===== src/hw/rtl/gwae_pkg.sv =====
// Shared types, constants and tables for the Gaussian world-box extents block.
// No dependencies; the other files in hw/rtl, except gwae_checker, refer to it by scoped names.
package gwae_pkg;

  // Default depth of the queue between the front and back parts.
  localparam int unsigned QueueDepthDef = 2;

  // Configuration register map (register index = byte address / 4).
  localparam logic       REG_SIGMA   = 1'b0;
  localparam logic [15:0] SIGMA_RESET = 16'd768;  // 3.0 in Q8.8

  // Arithmetic constants.
  localparam logic [30:0] LOG2E_Q30  = 31'd1549082005;  // log2(e) in unsigned Q1.30
  localparam logic [31:0] Q30_ONE    = 32'd1073741824;
  localparam logic [29:0] POLY_TOP   = 30'd16378;       // highest Horner coefficient
  localparam logic signed [7:0] HALF_SHIFT = 8'sd22;
  localparam logic [63:0] ACC_ROUND  = 64'd536870912;   // 2^29
  localparam int unsigned DivSteps   = 16;              // two quotient bits per step

  localparam logic signed [31:0] S32_MAX   = 32'sh7FFF_FFFF;
  localparam logic signed [31:0] S32_MIN   = 32'sh8000_0000;
  localparam logic [31:0]        COUNT_MAX = 32'hFFFF_FFFF;

  // Coefficient added at each Horner step, highest power first; the last
  // step adds the leading one of the mantissa.
  function automatic logic [31:0] horner_coef(input logic [2:0] step);
    logic [31:0] c;
    case (step)
      3'd0:    c = 32'd165394;
      3'd1:    c = 32'd1431680;
      3'd2:    c = 32'd10327388;
      3'd3:    c = 32'd59597083;
      3'd4:    c = 32'd257941248;
      3'd5:    c = 32'd744261118;
      3'd6:    c = Q30_ONE;
      default: c = '0;
    endcase
    return c;
  endfunction

  typedef struct packed {
    logic signed [31:0] pos_x;
    logic signed [31:0] pos_y;
    logic signed [31:0] pos_z;
    logic signed [15:0] quat_i;
    logic signed [15:0] quat_j;
    logic signed [15:0] quat_k;
    logic signed [15:0] quat_w;
    logic signed [15:0] log_scale_x;
    logic signed [15:0] log_scale_y;
    logic signed [15:0] log_scale_z;
    logic               first_of_set;
  } raw_t;

  typedef struct packed {
    raw_t raw;
    logic zero_quat;
  } item_t;

  typedef struct packed {
    logic [30:0]        half_extent_x;
    logic [30:0]        half_extent_y;
    logic [30:0]        half_extent_z;
    logic               is_invalid;
    logic signed [31:0] bound_min_x;
    logic signed [31:0] bound_min_y;
    logic signed [31:0] bound_min_z;
    logic signed [31:0] bound_max_x;
    logic signed [31:0] bound_max_y;
    logic signed [31:0] bound_max_z;
    logic [31:0]        invalid_total;
  } result_t;

  typedef enum logic [2:0] {
    ST_IDLE,
    ST_PROD,
    ST_NUM,
    ST_DIV,
    ST_MAC,
    ST_BOUND
  } state_e;

endpackage


===== src/hw/rtl/gwae_queue.sv =====
// Small FIFO of classified items between the front and back parts.
// Depends on gwae_pkg for the item type.
module gwae_queue #(
  parameter int unsigned Depth = gwae_pkg::QueueDepthDef
) (
  input  logic            clk_i,
  input  logic            rst_ni,
  input  logic            push_valid_i,
  output logic            push_ready_o,
  input  gwae_pkg::item_t push_item_i,
  output logic            pop_valid_o,
  input  logic            pop_ready_i,
  output gwae_pkg::item_t pop_item_o
);

  localparam int unsigned PtrW = $clog2(Depth);
  localparam int unsigned CntW = $clog2(Depth + 1);
  localparam logic [PtrW-1:0] PtrLast = PtrW'(Depth - 1);
  localparam logic [CntW-1:0] CntFull = CntW'(Depth);

  gwae_pkg::item_t mem_q [Depth];
  logic [PtrW-1:0] wr_ptr_q, rd_ptr_q;
  logic [CntW-1:0] cnt_q;
  logic            push, pop;

  assign push_ready_o = (cnt_q != CntFull);
  assign pop_valid_o  = (cnt_q != '0);
  assign push         = push_valid_i && push_ready_o;
  assign pop          = pop_valid_o && pop_ready_i;
  assign pop_item_o   = mem_q[rd_ptr_q];

  always_ff @(posedge clk_i or negedge rst_ni) begin
    if (!rst_ni) begin
      wr_ptr_q <= '0;
      rd_ptr_q <= '0;
      cnt_q    <= '0;
    end else begin
      if (push) begin
        wr_ptr_q <= (wr_ptr_q == PtrLast) ? '0 : wr_ptr_q + 1'b1;
      end
      if (pop) begin
        rd_ptr_q <= (rd_ptr_q == PtrLast) ? '0 : rd_ptr_q + 1'b1;
      end
      if (push && !pop) begin
        cnt_q <= cnt_q + 1'b1;
      end else if (pop && !push) begin
        cnt_q <= cnt_q - 1'b1;
      end
    end
  end

  always_ff @(posedge clk_i) begin
    if (push) begin
      mem_q[wr_ptr_q] <= push_item_i;
    end
  end

endmodule


===== config.mk =====
export PLATFORM = sky130hd
export DESIGN_NAME = gwae_queue
export DESIGN_NICKNAME = d
export VERILOG_FILES = /design/src/hw/rtl/gwae_pkg.sv /design/src/hw/rtl/gwae_queue.sv
export SDC_FILE = /design/constraint.sdc
export NUM_CORES = 1
export LEC_CHECK = 0
export ABC_AREA = 0
export BUFFER_PORTS_ARGS = -buffer_cell sky130_fd_sc_hd__buf_2
export CORE_MARGIN = 5
export CORE_UTILIZATION = 30
export DETAILED_ROUTE_END_ITERATION = 8
export MAX_ROUTING_LAYER = met4
export PLACE_DENSITY_LB_ADDON = 0.2
export SKIP_LAST_GASP = 1
export SLEW_MARGIN = 30
export SYNTH_ARGS = -nofsm -noshare
export SYNTH_HDL_FRONTEND = slang
export SYNTH_SLANG_ARGS = --single-unit

===== constraint.sdc =====
create_clock -name clk_i -period 11.9 [get_ports clk_i]
set_input_delay 2.38 -clock clk_i [delete_from_list [all_inputs] [get_ports clk_i]]
set_output_delay 2.38 -clock clk_i [all_outputs]
set_load 0.01 [all_outputs]

==> results of run 1 <==
==> cells in the mapped netlist (all sizes together) <==
| library cell | instances |
|---|---|
| and3 | 1 |
| ha | 1 |
| buf | 23 |
| xor2 | 2 |
| nand2 | 2 |
| xnor2 | 3 |
| nand2b | 1 |
| nor2 | 2 |
| edfxtp | 420 |
| or2 | 1 |
| mux2 | 210 |
| dfrtp | 4 |
| inv | 1 |
==> per-stage QoR <==
step | power (mW) | area, um^2 | instances | utilization
2_1_floorplan | 3.12 | 15400 | 671 | -
3_3_place_gp | 3.58 | 18200 | 1761 | 0.357
3_5_place_dp | 3.60 | 18300 | 1762 | 0.358
4_1_cts | 4.99 | 19700 | 1847 | 0.386
5_1_grt | 5.15 | 19800 | 1856 | 0.387
6_report | 4.89 | 19800 | 1856 | 0.387
==> cell usage in the layout (no fill, tap or decap) <==
master     instances
buf_2            425
edfxtp_1         420
mux2_2           210
clkbuf_16         49
clkbuf_1          11
clkinv_1          10
diode_2            8
clkinv_2           8
buf_6              6
xnor2_1            3
clkbuf_8           3
dfrtp_1            3
nand2_1            2
xor2_1             2
clkinv_4           2
bufinv_16          2
buf_16             2
buf_4              2
nand2b_1           1
inv_1              1
or2_2              1
and3_4             1
nor2_4             1
nor2_1             1
ha_1               1
dfrtp_4            1
==> where the power goes <==
group / total, mW / internal, mW / switching [mW]
combinational: 1.40 / 0.615 / 0.785
clock: 1.36 / 0.811 / 0.550
sequential: 2.13 / 2.04 / 0.0844
total: 4.89 / 3.47 / 1.42
==> routing by layer <==
layer  part of all wire  up-vias  GRT usage
met4              0.019        0     0.0310
li1                   -     3629          -
met1               0.40     3894      0.138
met2               0.49      274      0.195
met3              0.084       46     0.0493
met5                  0        -          -
==> cells by family (layout without fill, tap and decap cells) <==
logic type | after synthesis | count (layout)
flops | 424 | 424
mux | 210 | 210
buf+inv | 24 | 521
simple gates | 7 | 7
xor+xnor | 5 | 5
fa+ha+maj | 1 | 1
other cells | 0 | 8
==> cell type report <==
| type | instances | area share |
|---|---|---|
| clock inverters | 22 | 0.00784 |
| clock buffers | 63 | 0.0661 |
| diodes | 8 | 0.00101 |
| inverters | 1 | 0.000190 |
| repair buffers | 435 | 0.114 |
| well taps | 680 | 0.0430 |
| multi-input cells | 223 | 0.125 |
| flip-flops and latches | 424 | 0.643 |
==> sequential cells by signal (all words and copies together) (netlist names) <==
name,cells
wr_ptr_q,1
mem_q,420
rd_ptr_q,1
cnt_q,2
==> path summary, 6_finish.rpt <==
check | slack, ps | cells past startpoint | endpoint
max | 6930 | 3 | pop_item_o[205]
min | 490 | 1 | cnt_q[1]
max reg2reg | 9140 | 4 | mem_q[1][29]
min reg2reg | 490 | 1 | cnt_q[1]
max in group asynchronous | 10110 | 1 | rd_ptr_q
min in group asynchronous | 1640 | 1 | rd_ptr_q
==> flow_metrics.env, run 1 <==
export IMPL_min_from="cnt_q[1]"
export IMPL_maxSlewViolCount=0
export IMPL_coreArea_um2=51100
export IMPL_cts_hold_buf=0
export IMPL_status="finished, final reports clean"
export IMPL_whs_ps=491
export IMPL_antenna_found_initial=8
export IMPL_worstPathRequired_ps=9520
export IMPL_power_density_nw_per_um2=247
export IMPL_r2r_start="cnt_q[0]"
export IMPL_cts_made_buffers=47
export IMPL_hold_viol_final=0
export IMPL_row_count=83
export IMPL_worstSetupPathType="reg -> out"
export IMPL_startpoint_type="register"
export IMPL_layout_drive_gt1_share=0.610
export IMPL_dpl_worst_slack_ps=6720
export IMPL_multi_input_area_um2=2470
export IMPL_crit_fanout=71
export IMPL_synthXorXnorAreaFrac=0.00284
export IMPL_synth_area_top_cells="edfxtp_1 82%, mux2_2 15%, buf_6 1.5%"
export IMPL_drt_wirelength_per_cell_um=18.5
export IMPL_path_cells="buf_6 > mux2_2 > buf_2"
export IMPL_synth_nets=886
export IMPL_ioPinCount=426
export IMPL_irDropWorstVdd_uv=108
export IMPL_syn_area_per_cell_um2=23.0
export IMPL_slowest_stage="dfrtp_4"
export IMPL_seqCellArea_um2=12700
export IMPL_fin_ws_ps=6930
export IMPL_synth_top_cell_by_area="edfxtp_1"
export IMPL_path_buf_inv=2
export IMPL_netlist_instances=671
export IMPL_setup_violations=0
export IMPL_max_cap_viol_count=0
export IMPL_clk_pin_slew_ps=50
export IMPL_period_share=0.418
export IMPL_vias=7843
export IMPL_yosys_warnings=0
export IMPL_grt_pass1_vias=8462
export IMPL_drt_vias_per_instance=4.23
export IMPL_synthSimpleGateAreaFrac=0.00219
export IMPL_cts_sinks=424
export IMPL_fmax_mhz=201
export IMPL_gr_total_overflow=0
export IMPL_io_buffer_count=425
export IMPL_route_antenna_remaining_nets=0
export IMPL_die_x_um=237
export IMPL_synth_mux_area_fraction=0.153
export IMPL_rsz0062_at_grt="no"
export IMPL_drt_pass1_iterations=4
export IMPL_period_minus_slack_ps=4970
export IMPL_p_leak_nw=7.28
export IMPL_finClkSkew_ps=12.2
export IMPL_cts_buffer_depth=3
export IMPL_critPathLaunch="rd_ptr_q"
export IMPL_track_usage=0.120
export IMPL_grt_max_degree=72
export IMPL_dieArea_um2=56000
export IMPL_synth_top_family_by_area="multiplexers"
export IMPL_worstMarginPinSlew_ps=773
export IMPL_synth_cell_types=14
export IMPL_critical_path_top_delay_family="buffers and inverters"
export IMPL_dpl_hpwl_um=22800
export IMPL_n_fill_cell=4813
export IMPL_num_nets_final=1347
export IMPL_cp_data_arrival_time_ps=2590
export IMPL_start_util=0.302
export IMPL_synth_top_area_share=0.818
export IMPL_chipHeight_um=237
export IMPL_clock_latency_ps=560
export IMPL_drc=0
export IMPL_hold_path_class="reg -> reg"
export IMPL_seq_area_frac_synth=0.825
export IMPL_synthesis_area_um2=15400
export IMPL_post_cts_buffers=0
export IMPL_htree_levels=2
export IMPL_relSlewSlack=0.485
export IMPL_drtIter0Drc=288
export IMPL_grt_pass1_wl_um=50500
export IMPL_end_kind="output pin"
export IMPL_fin_tns_setup_ps=0
export IMPL_cts_resized=0
export IMPL_wl_um=34400
export IMPL_cpPeakStageDelay_ps=740
export IMPL_gp_congestion=0.750
export IMPL_cts_tree="done"
export IMPL_synth_seq_cells=424
export IMPL_synth_compound_area_frac=0
export IMPL_area_growth_synth_to_final_pct=28.3
export IMPL_synthAdderAreaFrac=0.000812
export IMPL_clock_root_buffer="clkbuf_16"
No activity file was read; power rests on OpenSTA's default activity.
==> run 2, diff against run 1 <==
- clock period: 11.9 -> 5.22 ns (I/O delays scaled with it)
==> run 2 against run 1 <==
Non-clock buffer count is 1 lower; power is 120% higher; combinational power is 130% higher; clock power is 120% higher; clock skew hardly changed; via count is 0.33% higher; sequential power is 130% higher; cell count is 0.32% lower; core utilization is 0.24 points lower; global-route usage is 0.16 points higher.
==> flow_metrics.env, run 2 (synthesis gave the netlist of run 1 again) <==
export IMPL_status="finished, final reports clean"
export IMPL_period_share=0.659
export IMPL_design_power_total_mw=11.0
export IMPL_worstMarginPinSlew_ps=790
export IMPL_power_density_nw_per_um2=558
export IMPL_startpoint_type="register"
export IMPL_post_cts_buffers=0
export IMPL_setup_violations=0
export IMPL_io_buffer_count=425
export IMPL_drt_vias_per_instance=4.25
export IMPL_area_growth_synth_to_final_pct=27.6
export IMPL_crit_fanout=75
export IMPL_track_usage=0.121
export IMPL_grt_pass1_wl_um=50900
export IMPL_maxSlewViolCount=0
export IMPL_end_kind="output pin"
export IMPL_start_util=0.302
export IMPL_cts_sinks=424
export IMPL_worstSetupPathType="reg -> out"
export IMPL_final_cell_mix="425 x buf_2, 420 x edfxtp_1, 210 x mux2_2"
export IMPL_max_cap_viol_count=0
export IMPL_fin_ws_ps=1780
export IMPL_route_antenna_remaining_nets=0
export IMPL_finClkSkew_ps=12.5
export IMPL_gp_congestion=0.740
export IMPL_drtIter0Drc=308
export IMPL_final_common_cell="buf_2"
export IMPL_vias=7869
export IMPL_clk_pin_slew_ps=60
export IMPL_dpl_hpwl_um=23100
export IMPL_fin_tns_setup_ps=0
export IMPL_worstReg2RegEnd="mem_q[0][64]"
export IMPL_grt_pass1_vias=8493
export IMPL_ioPinCount=426
export IMPL_r2r_cells=4
export IMPL_cts_hold_buf=0
export IMPL_wl_um=34700
export IMPL_relSlewSlack=0.474
export IMPL_layout_drive_gt1_share=0.608
export IMPL_clock_root_buffer="clkbuf_16"
export IMPL_irDropWorstVdd_uv=287
export IMPL_die_x_um=237
export IMPL_largest_reg_flops=420
export IMPL_drt_pass1_iterations=5
export IMPL_rsz0062_at_grt="no"
export IMPL_dieArea_um2=56000
export IMPL_whs_ps=290
export IMPL_r2r_start="cnt_q[0]"
export IMPL_dpl_worst_slack_ps=2250
export IMPL_r2r_slack_ps=2810
export IMPL_coreArea_um2=51100
export IMPL_cts_resized=0
export IMPL_gr_total_overflow=0
export IMPL_worstPathRequired_ps=4180
export IMPL_num_nets_final=1344
export IMPL_top_register="mem_q"
export IMPL_hold_path_class="in -> async"
export IMPL_cp_data_arrival_time_ps=2400
export IMPL_p_leak_nw=7.21
export IMPL_antenna_found_initial=8
export IMPL_chipHeight_um=237
export IMPL_cts_tree="done"
export IMPL_fmax_mhz=291
export IMPL_cts_made_buffers=45
export IMPL_row_count=83
export IMPL_top_regs="mem_q: 420 flops, cnt_q: 2 flops"
export IMPL_cts_buffer_depth=3
export IMPL_hold_viol_final=0
export IMPL_drc=0
export IMPL_clock_latency_ps=550
export IMPL_drt_wirelength_per_cell_um=18.7
export IMPL_period_minus_slack_ps=3440
export IMPL_grt_max_degree=109
export IMPL_htree_levels=2
==> run 2: cell types whose count changed in the layout (fill, tap and decap cells not counted), sizes merged <==
cell / before / now
clkinv: 20 / 19
clkinvlp: 0 / 2
bufinv: 2 / 3
buf: 435 / 434
clkbuf: 63 / 54
diode: 8 / 10
==> run 2: worst max-delay path: stages (launching register included) <==
cell,delay [ps]
dfrtp_4,770
buf_12,430
mux2_2,420
buf_2,150
==> run 2: worst max-delay path by stage <==
| stage | startpoint | endpoint | depth (start not counted) | slack [ps] |
|---|---|---|---|---|
| after floorplan | push_valid_i | mem_q[0][0] | 2 | 510 |
| after global placement | push_valid_i | mem_q[0][17] | 4 | 2240 |
| after detailed placement | push_valid_i | mem_q[0][19] | 4 | 2250 |
| after CTS | rd_ptr_q | pop_item_o[145] | 3 | 1650 |
| after global routing | rd_ptr_q | pop_item_o[162] | 3 | 1620 |
| final | rd_ptr_q | pop_item_o[145] | 3 | 1780 |
==> run 2: through the flow <==
stage,cells,utilization,cell area (um^2)
after floorplan,671,-,15400
after global placement,1762,0.358,18300
after detailed placement,1762,0.358,18300
after CTS,1840,0.384,19600
after global routing,1848,0.385,19700
final,1850,0.385,19700
==> run 2: area by class of cell <==
class                      instances  area [um^2]
antenna                           10         25.0
clock buffer                      54         1160
clock inverter                    24          185
fill                            4848        31400
inverter                           1         3.75
multi-input combinational        223         2470
sequential                       424        12700
tap                              680          851
timing repair buffer             434         2260
==> run 2: power breakdown <==
group	leakage (nW)	internal, mW	switching, mW	total [mW]
logic	2.61	1.40	1.78	3.18
registers	3.95	4.65	0.197	4.85
clock network	0.654	1.72	1.22	2.94
total	7.21	7.77	3.20	11.0
==> run 2: metal layers <==
| layer | vias to the layer above | global-route usage | wire, um | part of all wire |
|---|---|---|---|---|
| met5 | - | - | 0 | 0 |
| met4 | 0 | 0.0290 | 664 | 0.019 |
| met3 | 54 | 0.0552 | 3410 | 0.099 |
| met2 | 259 | 0.199 | 17100 | 0.49 |
| met1 | 3936 | 0.136 | 13500 | 0.39 |
| li1 | 3620 | - | - | - |
