--- config.mk ---
export PLATFORM = sky130hd
export DESIGN_NAME = gwae_front
export DESIGN_NICKNAME = d
export VERILOG_FILES = /design/src/hw/rtl/gwae_pkg.sv /design/src/hw/rtl/gwae_front.sv
export SDC_FILE = /design/constraint.sdc
export NUM_CORES = 1
export LEC_CHECK = 0
export BUFFER_PORTS_ARGS = -buffer_cell sky130_fd_sc_hd__buf_2
export CORE_AREA = 5 5 163 165
export CTS_CLUSTER_SIZE = 12
export DETAILED_ROUTE_END_ITERATION = 10
export DIE_AREA = 0 0 168 170
export PLACE_DENSITY = 0.6
export SETUP_SLACK_MARGIN = 0.2
export SYNTH_ARGS = -nofsm -noshare
export SYNTH_HDL_FRONTEND = slang
export SYNTH_SLANG_ARGS = --single-unit
--- constraint.sdc ---
create_clock -name clk_i -period 11.3 [get_ports clk_i]
set_input_delay 1.13 -clock clk_i [delete_from_list [all_inputs] [get_ports clk_i]]
set_output_delay 1.13 -clock clk_i [all_outputs]
set_load 0.03 [all_outputs]
--- src/hw/rtl/gwae_pkg.sv ---
// Shared types, constants and tables for the Gaussian world-box extents block.
// No dependencies; the other files in hw/rtl, except gwae_checker, refer to it by scoped names.
package gwae_pkg;

  // Default depth of the queue between the front and back parts.
  localparam int unsigned QueueDepthDef = 2;

  // Configuration register map (register index = byte address / 4).
  localparam logic       REG_SIGMA   = 1'b0;
  localparam logic [15:0] SIGMA_RESET = 16'd768;  // 3.0 in Q8.8

  // Arithmetic constants.
  localparam logic [30:0] LOG2E_Q30  = 31'd1549082005;  // log2(e) in unsigned Q1.30
  localparam logic [31:0] Q30_ONE    = 32'd1073741824;
  localparam logic [29:0] POLY_TOP   = 30'd16378;       // highest Horner coefficient
  localparam logic signed [7:0] HALF_SHIFT = 8'sd22;
  localparam logic [63:0] ACC_ROUND  = 64'd536870912;   // 2^29
  localparam int unsigned DivSteps   = 16;              // two quotient bits per step

  localparam logic signed [31:0] S32_MAX   = 32'sh7FFF_FFFF;
  localparam logic signed [31:0] S32_MIN   = 32'sh8000_0000;
  localparam logic [31:0]        COUNT_MAX = 32'hFFFF_FFFF;

  // Coefficient added at each Horner step, highest power first; the last
  // step adds the leading one of the mantissa.
  function automatic logic [31:0] horner_coef(input logic [2:0] step);
    logic [31:0] c;
    case (step)
      3'd0:    c = 32'd165394;
      3'd1:    c = 32'd1431680;
      3'd2:    c = 32'd10327388;
      3'd3:    c = 32'd59597083;
      3'd4:    c = 32'd257941248;
      3'd5:    c = 32'd744261118;
      3'd6:    c = Q30_ONE;
      default: c = '0;
    endcase
    return c;
  endfunction

  typedef struct packed {
    logic signed [31:0] pos_x;
    logic signed [31:0] pos_y;
    logic signed [31:0] pos_z;
    logic signed [15:0] quat_i;
    logic signed [15:0] quat_j;
    logic signed [15:0] quat_k;
    logic signed [15:0] quat_w;
    logic signed [15:0] log_scale_x;
    logic signed [15:0] log_scale_y;
    logic signed [15:0] log_scale_z;
    logic               first_of_set;
  } raw_t;

  typedef struct packed {
    raw_t raw;
    logic zero_quat;
  } item_t;

  typedef struct packed {
    logic [30:0]        half_extent_x;
    logic [30:0]        half_extent_y;
    logic [30:0]        half_extent_z;
    logic               is_invalid;
    logic signed [31:0] bound_min_x;
    logic signed [31:0] bound_min_y;
    logic signed [31:0] bound_min_z;
    logic signed [31:0] bound_max_x;
    logic signed [31:0] bound_max_y;
    logic signed [31:0] bound_max_z;
    logic [31:0]        invalid_total;
  } result_t;

  typedef enum logic [2:0] {
    ST_IDLE,
    ST_PROD,
    ST_NUM,
    ST_DIV,
    ST_MAC,
    ST_BOUND
  } state_e;

endpackage

--- src/hw/rtl/gwae_front.sv ---
// Front stage: accepts input items, flags a zero quaternion, and pushes
// the classified item toward the queue. Depends on gwae_pkg.
module gwae_front (
  input  logic            clk_i,
  input  logic            rst_ni,
  input  logic            in_valid_i,
  output logic            in_ready_o,
  input  gwae_pkg::raw_t  raw_i,
  output logic            push_valid_o,
  input  logic            push_ready_i,
  output gwae_pkg::item_t push_item_o
);

  logic            valid_q;
  gwae_pkg::item_t item_q;
  logic            zero_quat;

  assign zero_quat  = (raw_i.quat_i == '0) && (raw_i.quat_j == '0) &&
                      (raw_i.quat_k == '0) && (raw_i.quat_w == '0);
  assign in_ready_o = !valid_q || push_ready_i;

  always_ff @(posedge clk_i or negedge rst_ni) begin
    if (!rst_ni) begin
      valid_q <= 1'b0;
    end else if (in_ready_o) begin
      valid_q <= in_valid_i;
    end
  end

  always_ff @(posedge clk_i) begin
    if (in_valid_i && in_ready_o) begin
      item_q <= '{raw: raw_i, zero_quat: zero_quat};
    end
  end

  assign push_valid_o = valid_q;
  assign push_item_o  = item_q;

endmodule

==> metrics.yaml, run 1 <==
yosys:
  syn_inst: 235
  synth-warning-count: 0
  synth-seq-cells: 211
  avgSynthCellArea_sq_um: 27.63
  ys_types: 7
  yosysSeqAreaShare: 0.9750
  syn-num-nets: 448
  netlist_area_sq_um: 6494
placed_design:
  place_hpwl_mm: 15.28
  place_area_sq_um: 9046
  gp_congestion: 0.8288
  pre_cts_slack_ps: 7748
  portBuffers: 424
hold_path:
  hold_path.class: "in -> async"
setup_path:
  worst-path-max-fanout: 82
  end_kind: "register"
  critPathLaunchType: "input port"
  reg2reg_to: "push_item_o[196]"
  rrSetupSlack_ps: 8650
  arrival_ps: 3110
  worstSetupPathType: "in -> reg"
  critPathSlowestCell: "and2_4"
  r2r-start: "push_valid_o"
  worstPathRequired_ps: 11410
  cpPeakStageDelay_ps: 880
  reg2reg_depth: 3
  crit_path_cell_trace: "buf_2 -> nand2b_1 -> and2_4 -> buf_4"
detailed_routing:
  wire_per_inst_um: 18.55
  dr_total_vias: 4095
  wirelength_mm: 19.07
  viasPerCell: 3.983
  dr.pass1.iters: 4
  ant_nets: 0
  drc_errors: 0
  drt_iter0_drc: 191
sta:
  fin_crit_ps: 3001
  maxSlewViolCount: 0
  setup_tns_ps: 0
  max-slew-margin-rel: 0.2781
  worstMarginPinSlew_ps: 1083
  rsz0062_at_grt: "no"
  hold_ws_ps: 399.9
  fmax_mhz: 333.2
  hold_viol_final: 0
  fin_skew_ps: 9.814
  finalCritPeriodShare: 0.2656
  setup_viol: 0
  setup_slack_ps: 8299
clock_tree:
  cts.sinks: 211
  post_cts_resized: 0
  h-tree-depth: 1
  clk_latency_ps: 490
  clk_path_buf_depth: 3
  hold_buffers: 0
  postCtsSetupBuffers: 0
  cts.clk_slew.worst_paths_ps: 60
  cts_made_buffers: 22
  cts_tree: "built"
  clock-root-buffer: "clkbuf_16"
global_routing:
  antenna_found_initial: 0
  grt_max_degree: 83
  grt_pass1_vias: 4236
  track_usage: 0.1229
  grt_pass1_wl_mm: 26.50
  overflow: 0
power_and_ir_drop:
  seqPwrFrac: 0.525
  p_switching_mw: 0.4127
  power_density_nw_per_um2: 181.6
  leakage_nw: 4.019
  p_int_mw: 1.346
  p_comb_frac: 0.108
  clockPowerShare: 0.367
  vdd_drop_max_v: 0.0001171
  switching_share: 0.2346
finish:
  n_fill_cell: 2318
  antenna_cells: 0
  drive_gt1_frac: 0.6519
  fin_nets: 898
  multiInputGateArea_sq_um: 165.2
  area_growth_pct: 49.17
  ff_latch_area_sq_um: 6331
  final_util: 0.3892
  stdcell_area_sq_um: 9687
die:
  die_height_um: 170
  core-area_sq_um: 24890
  ios: 425
  rows: 58
  die_area_sq_um: 28560
  die_width_um: 168
  start_util: 0.2609
job:
  max_cap_violations: 0
status:
  outcome: "completed"
worst max path at each step:
stage,startpoint,endpoint,slack (ps),depth (start not counted)
after detailed placement,push_ready_i,push_item_o[26],7750,4
after CTS,push_ready_i,push_item_o[26],8280,4
final,push_ready_i,push_item_o[196],8300,4
after global routing,push_ready_i,push_item_o[167],8120,4
after floorplan,push_ready_i,push_item_o[0],4420,2
after global placement,push_ready_i,push_item_o[76],7810,4
area by class of cell:
| cell class | instances | share of cell area |
|---|---|---|
| multi-input combinational | 24 | 0.01705 |
| clock buffer | 34 | 0.06471 |
| timing repair buffer | 426 | 0.2206 |
| tap | 330 | 0.04262 |
| sequential | 211 | 0.6536 |
| clock inverter | 3 | 0.001421 |
synthesized netlist by cell type:
master	n	area (sq um)
edfxtp_1	210	6306
nor4_1	15	93.84
nand4_1	4	25.02
nand2b_1	2	12.51
nor4_2	2	25.02
and2_1	1	6.260
dfrtp_1	1	25.02
state kept, by name, indices dropped and copies added (netlist names):
register and count:
push_valid_o 1, push_item_o 210
cell families after synthesis:
family / share of synthesized area
flops: 0.9750
simple gates: 0.02505
power groups by stage:
stage	Combinational (mW)	Sequential, mW	Clock, mW
2_1_floorplan	0.0157	1.03	0
3_3_place_gp	0.191	0.940	0
3_5_place_dp	0.193	0.941	0
4_1_cts	0.193	0.925	0.667
5_1_grt	0.200	0.928	0.702
6_report	0.190	0.924	0.645
layout by cell type, fill, tap and decap left out, drive strengths merged:
cell type / count
buf: 426
edfxtp: 210
clkbuf: 34
nor4: 17
nand4: 4
clkinv: 3
nand2b: 2
and2: 1
dfrtp: 1
worst max-delay path: cells and delay by family:
family / cells / cell delay (ps)
buf+inv: 2 / 920
simple gates: 2 / 1010
through the flow:
| step | total power, mW | cells |
|---|---|---|
| detailed placement | 1.134 | 991 |
| global route | 1.830 | 1028 |
| floorplan | 1.051 | 235 |
| global placement | 1.131 | 991 |
| finish | 1.759 | 1028 |
| CTS | 1.785 | 1028 |
metal layers:
metal / GRT usage / up-vias / wire length [um]
li1: - / 1884 / -
met1: 0.1409 / 1903 / 6840
met2: 0.2114 / 283 / 9524
met3: 0.05180 / 25 / 2347
met4: 0.03564 / 0 / 356
met5: 0 / - / 0
Note: power is estimated with default switching activity, not from simulation.
==> run 2, diff against run 1 <==
--- a/config.mk
+++ b/config.mk
@@ -5,12 +5,13 @@
 export SDC_FILE = /design/constraint.sdc
 export NUM_CORES = 1
 export LEC_CHECK = 0
+export ABC_AREA = 1
 export BUFFER_PORTS_ARGS = -buffer_cell sky130_fd_sc_hd__buf_2
-export CORE_AREA = 5 5 163 165
+export CORE_AREA = 5 5 160 162
 export CTS_CLUSTER_SIZE = 12
 export DETAILED_ROUTE_END_ITERATION = 10
-export DIE_AREA = 0 0 168 170
-export PLACE_DENSITY = 0.6
+export DIE_AREA = 0 0 165 167
+export PLACE_DENSITY = 0.65
 export SETUP_SLACK_MARGIN = 0.2
 export SYNTH_ARGS = -nofsm -noshare
 export SYNTH_HDL_FRONTEND = slang
==> constraint.sdc (replaced) <==
create_clock -name clk_i -period 2.4 [get_ports clk_i]
set_input_delay 0.24 -clock clk_i [delete_from_list [all_inputs] [get_ports clk_i]]
set_output_delay 0.24 -clock clk_i [all_outputs]
set_load 0.03 [all_outputs]
==> run 2 against run 1 <==
Sequential cell count stayed put; register-to-register slack worse by 7800 ps; setup slack worse by 7500 ps; largest cell class unchanged.
==> metrics.yaml, run 2 <==
die:
  ios: 425  # unchanged
  die_height_um: 167  # -1.8%
  die_width_um: 165  # -1.8%
  start_util: 0.2779  # +0.01700
  die_area_sq_um: 27560  # -3.5%
  rows: 57  # -1.7%
  core-area_sq_um: 23960  # -3.7%
status:
  outcome: "completed"
yosys:
  syn_inst: 291  # +24%
  yosysMostFrequentCell: "edfxtp_1"
  synth-seq-cells: 211  # unchanged
  synthFlopType: "edfxtp_1"
  synth.area.top_cells: "edfxtp_1, nor2_1, inv_1"
  synth-warning-count: 0  # unchanged
  yosysSeqAreaShare: 0.9508  # -0.02418
  synth_top_area_cell: "edfxtp_1"
  yosys-top-cells-count: "edfxtp_1, nor2_1, inv_1, nand2_1"
  synth_top_area_frac: 0.9470  # -0.02409
  netlist_area_sq_um: 6659  # +2.5%
  synthArstFlopShare: 0.004739  # unchanged
  synth_enable_flop_cells: 210  # unchanged
  syn-num-nets: 504  # +13%
  avgSynthCellArea_sq_um: 22.88  # -17%
  ys_types: 10  # +3
finish:
  final_util: 0.5062  # +0.1170
  largest_reg_flops: 210  # unchanged
  fin_nets: 1167  # +30%
  area_growth_pct: 82.15
  drive_gt1_frac: 0.4763  # -0.1756
  n_fill_cell: 2009  # -13%
  mostFrequentLayoutCells: "buf_2, dlygate4sd3_1, edfxtp_1, nor2_1, clkbuf_16"
  final_common_cell: "buf_2"
clock_tree:
  h-tree-depth: 1  # unchanged
  cts_made_buffers: 24  # +9.1%
  cts_tree: "built"
  postCtsSetupBuffers: 0  # unchanged
  clk_latency_ps: 510  # +20 ps
  cts.sinks: 211  # unchanged
  clk_path_buf_depth: 3  # unchanged
  clock-root-buffer: "clkbuf_16"
  cts.clk_slew.worst_paths_ps: 60  # about the same
  post_cts_resized: 0  # unchanged
  hold_buffers: 211  # +211
detailed_routing:
  ant_nets: 0  # unchanged
  wirelength_mm: 22.66  # +19%
  dr.pass1.iters: 4  # unchanged
  wire_per_inst_um: 17.50  # -5.7%
  drt_iter0_drc: 254  # +33%
  drc_errors: 0  # unchanged
  dr_total_vias: 5215  # +27%
  viasPerCell: 4.027  # +1.1%
sta:
  hold_viol_final: 0  # unchanged
  max-slew-margin-rel: 0.5809  # +0.3028
  fin_crit_ps: 1591
  fmax_mhz: 628.5
  maxSlewViolCount: 0  # unchanged
  rsz0062_at_grt: "no"
  worstMarginPinSlew_ps: 628.6  # -454.3 ps
  finalCritPeriodShare: 0.6629
  setup_viol: 0  # unchanged
  fin_skew_ps: 13.60  # +3.789 ps
setup_path:
  worstSetupPathType: "reg -> reg"
  worst-path-max-fanout: 110  # +34%
  worstPathRequired_ps: 2530  # -8880 ps
  arrival_ps: 1720  # -1390 ps
  end_kind: "register"
  critPathLaunchType: "register"
global_routing:
  grt_pass1_vias: 5782  # +36%
  overflow: 0  # unchanged
  antenna_found_initial: 3  # +3
  grt_max_degree: 111  # +34%
  track_usage: 0.1558  # +0.03295
  grt_pass1_wl_mm: 32.91  # +24%
hold_path:
  hold_path.class: "in -> async"
power_and_ir_drop:
  power_density_nw_per_um2: 752.2  # +310%
  p_total_mw: 9.124  # +420%
  leakage_nw: 5.170  # +29%
  vdd_drop_max_v: 0.0005208  # +340%
job:
  max_cap_violations: 0  # unchanged
placed_design:
  place_hpwl_mm: 15.48  # +1.3%
  portBuffers: 424  # unchanged
  gp_congestion: 0.7595  # -8.4%
## run 2: cell count changes in the layout (fill, tap and decap cells not counted), sizes merged, moves of 5 or more
cell	previous run	this run
clkinv	3	8
dlygate4sd3	0	211
inv	0	22
nand2	0	18
nor2	0	32
nor4	17	0
## run 2: final cells by class
type                            count  area, sq um  share of cell area
Multi-Input combinational cell     58        256.5             0.02115
Inverter                           22        82.58            0.006808
Sequential cell                   211         6332              0.5221
Antenna cell                        1        2.502           0.0002063
Clock buffer                       30        644.4             0.05313
Tap cell                          324        405.4             0.03342
Clock inverter                     12        131.4             0.01083
Timing Repair Buffer              637         4274              0.3524
## run 2: path summary, 6_finish.rpt
kind	from	cells past startpoint	slack (ps)	end
hold reg to reg	push_valid_o	2	580	push_valid_o
hold / removal	rst_ni	2	50	push_valid_o
min in group clk_i	push_ready_i	4	70	push_valid_o
setup reg to reg	push_valid_o	2	810	push_item_o[142]
max in group asynchronous	rst_ni	2	2250	push_valid_o
setup / recovery	push_valid_o	2	810	push_item_o[142]
## run 2: where the power goes
| part | internal [mW] | switching, mW |
|---|---|---|
| Clock | 2.21 | 1.36 |
| Combinational | 0.489 | 0.712 |
| Sequential | 4.30 | 0.0526 |
| Total | 7.00 | 2.12 |
## run 2: metrics by stage
| stage | cell area (sq um) | setup TNS, ps | worst slack [ps] | cells | hold slack [ps] |
|---|---|---|---|---|---|
| CTS | 12130 | 0 | 836.7 | 1294 | 17.89 |
| floorplan | 6671 | -420100 | -2000 | 291 | -55.59 |
| detailed placement | 9239 | 0 | 841.4 | 1041 | 17.45 |
| finish | 12130 | 0 | 808.9 | 1295 | 50.08 |
| global route | 12130 | 0 | 767.8 | 1294 | 52.93 |
| global placement | 9239 | 0 | 873.4 | 1041 | 16.24 |
## run 2: layer usage
layer  track usage  routed length (um)
met3       0.05586                2423
met5             0                  26
met4       0.05172                 647
met1        0.1636                7811
met2        0.2853               11750
## run 2: critical path: stages, from the launching register on
cell     delay [ps]
dfrtp_2         430
a21oi_4         230
buf_12          410
## run 2: cell families (layout without fill, tap and decap cells)
logic type / Yosys count / count (layout) / share of synthesized area
DFF: 211 / 211 / 0.9508
and+or+nand+nor: 57 / 57 / 0.03608
buffers and inverters: 22 / 701 / 0.01240
AOI/OAI and AO/OA: 1 / 1 / 0.0007509
other: 0 / 1 / 0
==> run 3, diff against run 2 <==
==> constraint.sdc (replaced) <==
create_clock -name clk_i -period 1.35 [get_ports clk_i]
set_input_delay 0.135 -clock clk_i [delete_from_list [all_inputs] [get_ports clk_i]]
set_output_delay 0.135 -clock clk_i [all_outputs]
set_load 0.03 [all_outputs]
==> run 3 against run 2 <==
The flow now finishes with violations (negative setup slack); sequential share of layout area is 5.0 points lower; setup slack worse by 870 ps; clock skew is 3.4 ps lower; cell count is 2.2% higher; design area is 11% higher; critical path depth is 2 higher; non-clock buffer count is 40 higher; worst hold slack hardly changed; die area stayed put; critical path type unchanged; critical endpoint is now push_item_o[91]; highest routed layer unchanged.
==> metrics.yaml, run 3 (synthesis gave the netlist of run 2 again) <==
finish:
  fin_nets: 1205  # +3.3%
  drive_gt1_frac: 0.5005  # +0.02421
  area_growth_pct: 101.3
  final_common_cell: "buf_2"
  mostFrequentLayoutCells: "buf_2, dlygate4sd3_1, edfxtp_1, buf_6, nor2_1"
  largest_reg_flops: 210  # unchanged
status:
  violations: "negative setup slack"
  outcome: "finished with violations"
setup_path:
  r2r-start: "push_valid_o"
  crit_path_cell_trace: "a21oi_4 -> buf_12 -> buf_12 -> buf_12"
  crit_family: "buffers and inverters"
  worstSetupPathType: "reg -> reg"
  startpoint: "push_valid_o"
  worst-path-max-fanout: 17  # -85%
  critPathLaunchType: "register"
  worstPathRequired_ps: 1550  # -980 ps
  worst-path-buf-inv: 3  # +2
  critPathSlowestCell: "dfrtp_2"
  arrival_ps: 1610  # -110 ps
  cp_common_cell: "buf_12"
  end_kind: "register"
  cpPeakStageDelay_ps: 430  # about the same
power_and_ir_drop:
  vdd_drop_max_v: 0.001099  # +110%
  leakage_nw: 5.672  # +9.7%
  power_density_nw_per_um2: 1176  # +56%
  p_total_mw: 15.77  # +73%
sta:
  setup_viol: 194  # +194
  hold_ws_ps: 50.43  # +0.3496 ps
  max-slew-margin-rel: 0.7750  # +0.1941
  rsz0062_at_grt: "yes"
  maxSlewViolCount: 0  # unchanged
  hold_viol_final: 0  # unchanged
  finalCritPeriodShare: 1.044  # +0.3813
  setup_slack_ps: -59.79  # -868.7 ps
  fin_skew_ps: 10.17  # -3.432 ps
  fmax_mhz: 709.3  # +13%
  worstMarginPinSlew_ps: 336.2  # -292.4 ps
  fin_crit_ps: 1410  # -181.3 ps
global_routing:
  grt_pass1_vias: 5831  # +0.85%
  track_usage: 0.1575  # +0.001694
  grt_pass1_wl_mm: 33.10  # +0.57%
  grt_max_degree: 23  # -79%
  antenna_found_initial: 5  # +2
  overflow: 0  # unchanged
die:
  die_width_um: 165  # unchanged
  start_util: 0.2779  # unchanged
  core-area_sq_um: 23960  # unchanged
  die_area_sq_um: 27560  # unchanged
  rows: 57  # unchanged
  ios: 425  # unchanged
  die_height_um: 167  # unchanged
clock_tree:
  cts.sinks: 211  # unchanged
  cts.clk_slew.worst_paths_ps: 60  # about the same
  h-tree-depth: 1  # unchanged
  cts_tree: "built"
  clk_path_buf_depth: 3  # unchanged
  clk_latency_ps: 490  # -20 ps
  cts_made_buffers: 22  # -8.3%
  clock-root-buffer: "clkbuf_16"
detailed_routing:
  drt_iter0_drc: 292  # +15%
  drc_errors: 0  # unchanged
  dr.pass1.iters: 4  # unchanged
  dr_total_vias: 5459  # +4.7%
  wire_per_inst_um: 18.96  # +8.3%
  wirelength_mm: 25.10  # +11%
  ant_nets: 0  # unchanged
  viasPerCell: 4.123  # +2.4%
placed_design:
  place_hpwl_mm: 16.00  # +3.4%
  pre_cts_slack_ps: -23.54  # -864.9 ps
  gp_congestion: 0.8035  # +5.8%
  portBuffers: 424  # unchanged
hold_path:
  hold_path.class: "in -> reg"
  hp-start: "push_ready_i"
job:
  max_cap_violations: 0  # unchanged
run 3: cell count changes in the layout (fill, tap and decap cells not counted), moves of 3 or more:
cell       before  now
nor2_1         31   28
nand2_1        18   15
buf_4           0   16
bufinv_16       3    0
buf_6           0  137
buf_16          0    5
buf_2         424  291
buf_12          2    6
buf_8           0    6
run 3: layout make-up:
class | instances | area [sq um]
antenna | 1 | 2.502
clock buffer | 26 | 586.8
clock inverter | 5 | 23.77
fill | 1826 | 10560
inverter | 22 | 82.58
multi-input combinational | 58 | 281.5
sequential | 211 | 6332
tap | 324 | 405.4
timing repair buffer | 677 | 5689
run 3: routing by layer:
metal | vias up | share of wire | GRT usage
met5 | - | 0.00088 | 0
met4 | 4 | 0.023 | 0.04738
met3 | 48 | 0.10 | 0.05709
li1 | 2493 | - | -
met2 | 301 | 0.54 | 0.2903
met1 | 2613 | 0.33 | 0.1655
run 3: worst reg2reg max path, stage by stage, from the launching register on:
cell	delay (ps)
dfrtp_2	430
a21oi_4	190
buf_12	150
buf_12	160
buf_12	180
run 3: path summary, 6_finish.rpt:
| kind | slack (ps) | cells past startpoint | to |
|---|---|---|---|
| max reg2reg | -60 | 4 | push_item_o[91] |
| max in group asynchronous | 710 | 3 | push_valid_o |
| min | 50 | 5 | push_valid_o |
| max | -60 | 4 | push_item_o[91] |
| min in group asynchronous | 520 | 3 | push_valid_o |
| min reg2reg | 770 | 4 | push_valid_o |
run 3: per-stage QoR:
stage,utilization,instance area (sq um),std cells,setup TNS (ps)
global placement,0.3960,9489,1066,0
global route,0.5594,13400,1324,-13040
finish,0.5594,13400,1324,-6473
floorplan,-,6671,291,-640600
detailed placement,0.3960,9489,1066,-620.0
CTS,0.5180,12410,1317,-3268
run 3: repair_timing:
item,CTS,global route
gates cloned,2,5
hold endpoints to repair,211,0
gates resized for setup,19,407
pin swaps,0,6
buffers inserted,6,1
hold buffers,212,0
setup endpoints to repair,420,423
run 3: power breakdown:
part / leakage, nW / total, mW / switching [mW] / internal (mW)
logic: 3.37 / 2.67 / 1.35 / 1.32
registers: 2.01 / 7.80 / 0.145 / 7.65
clock network: 0.296 / 5.30 / 2.26 / 3.04
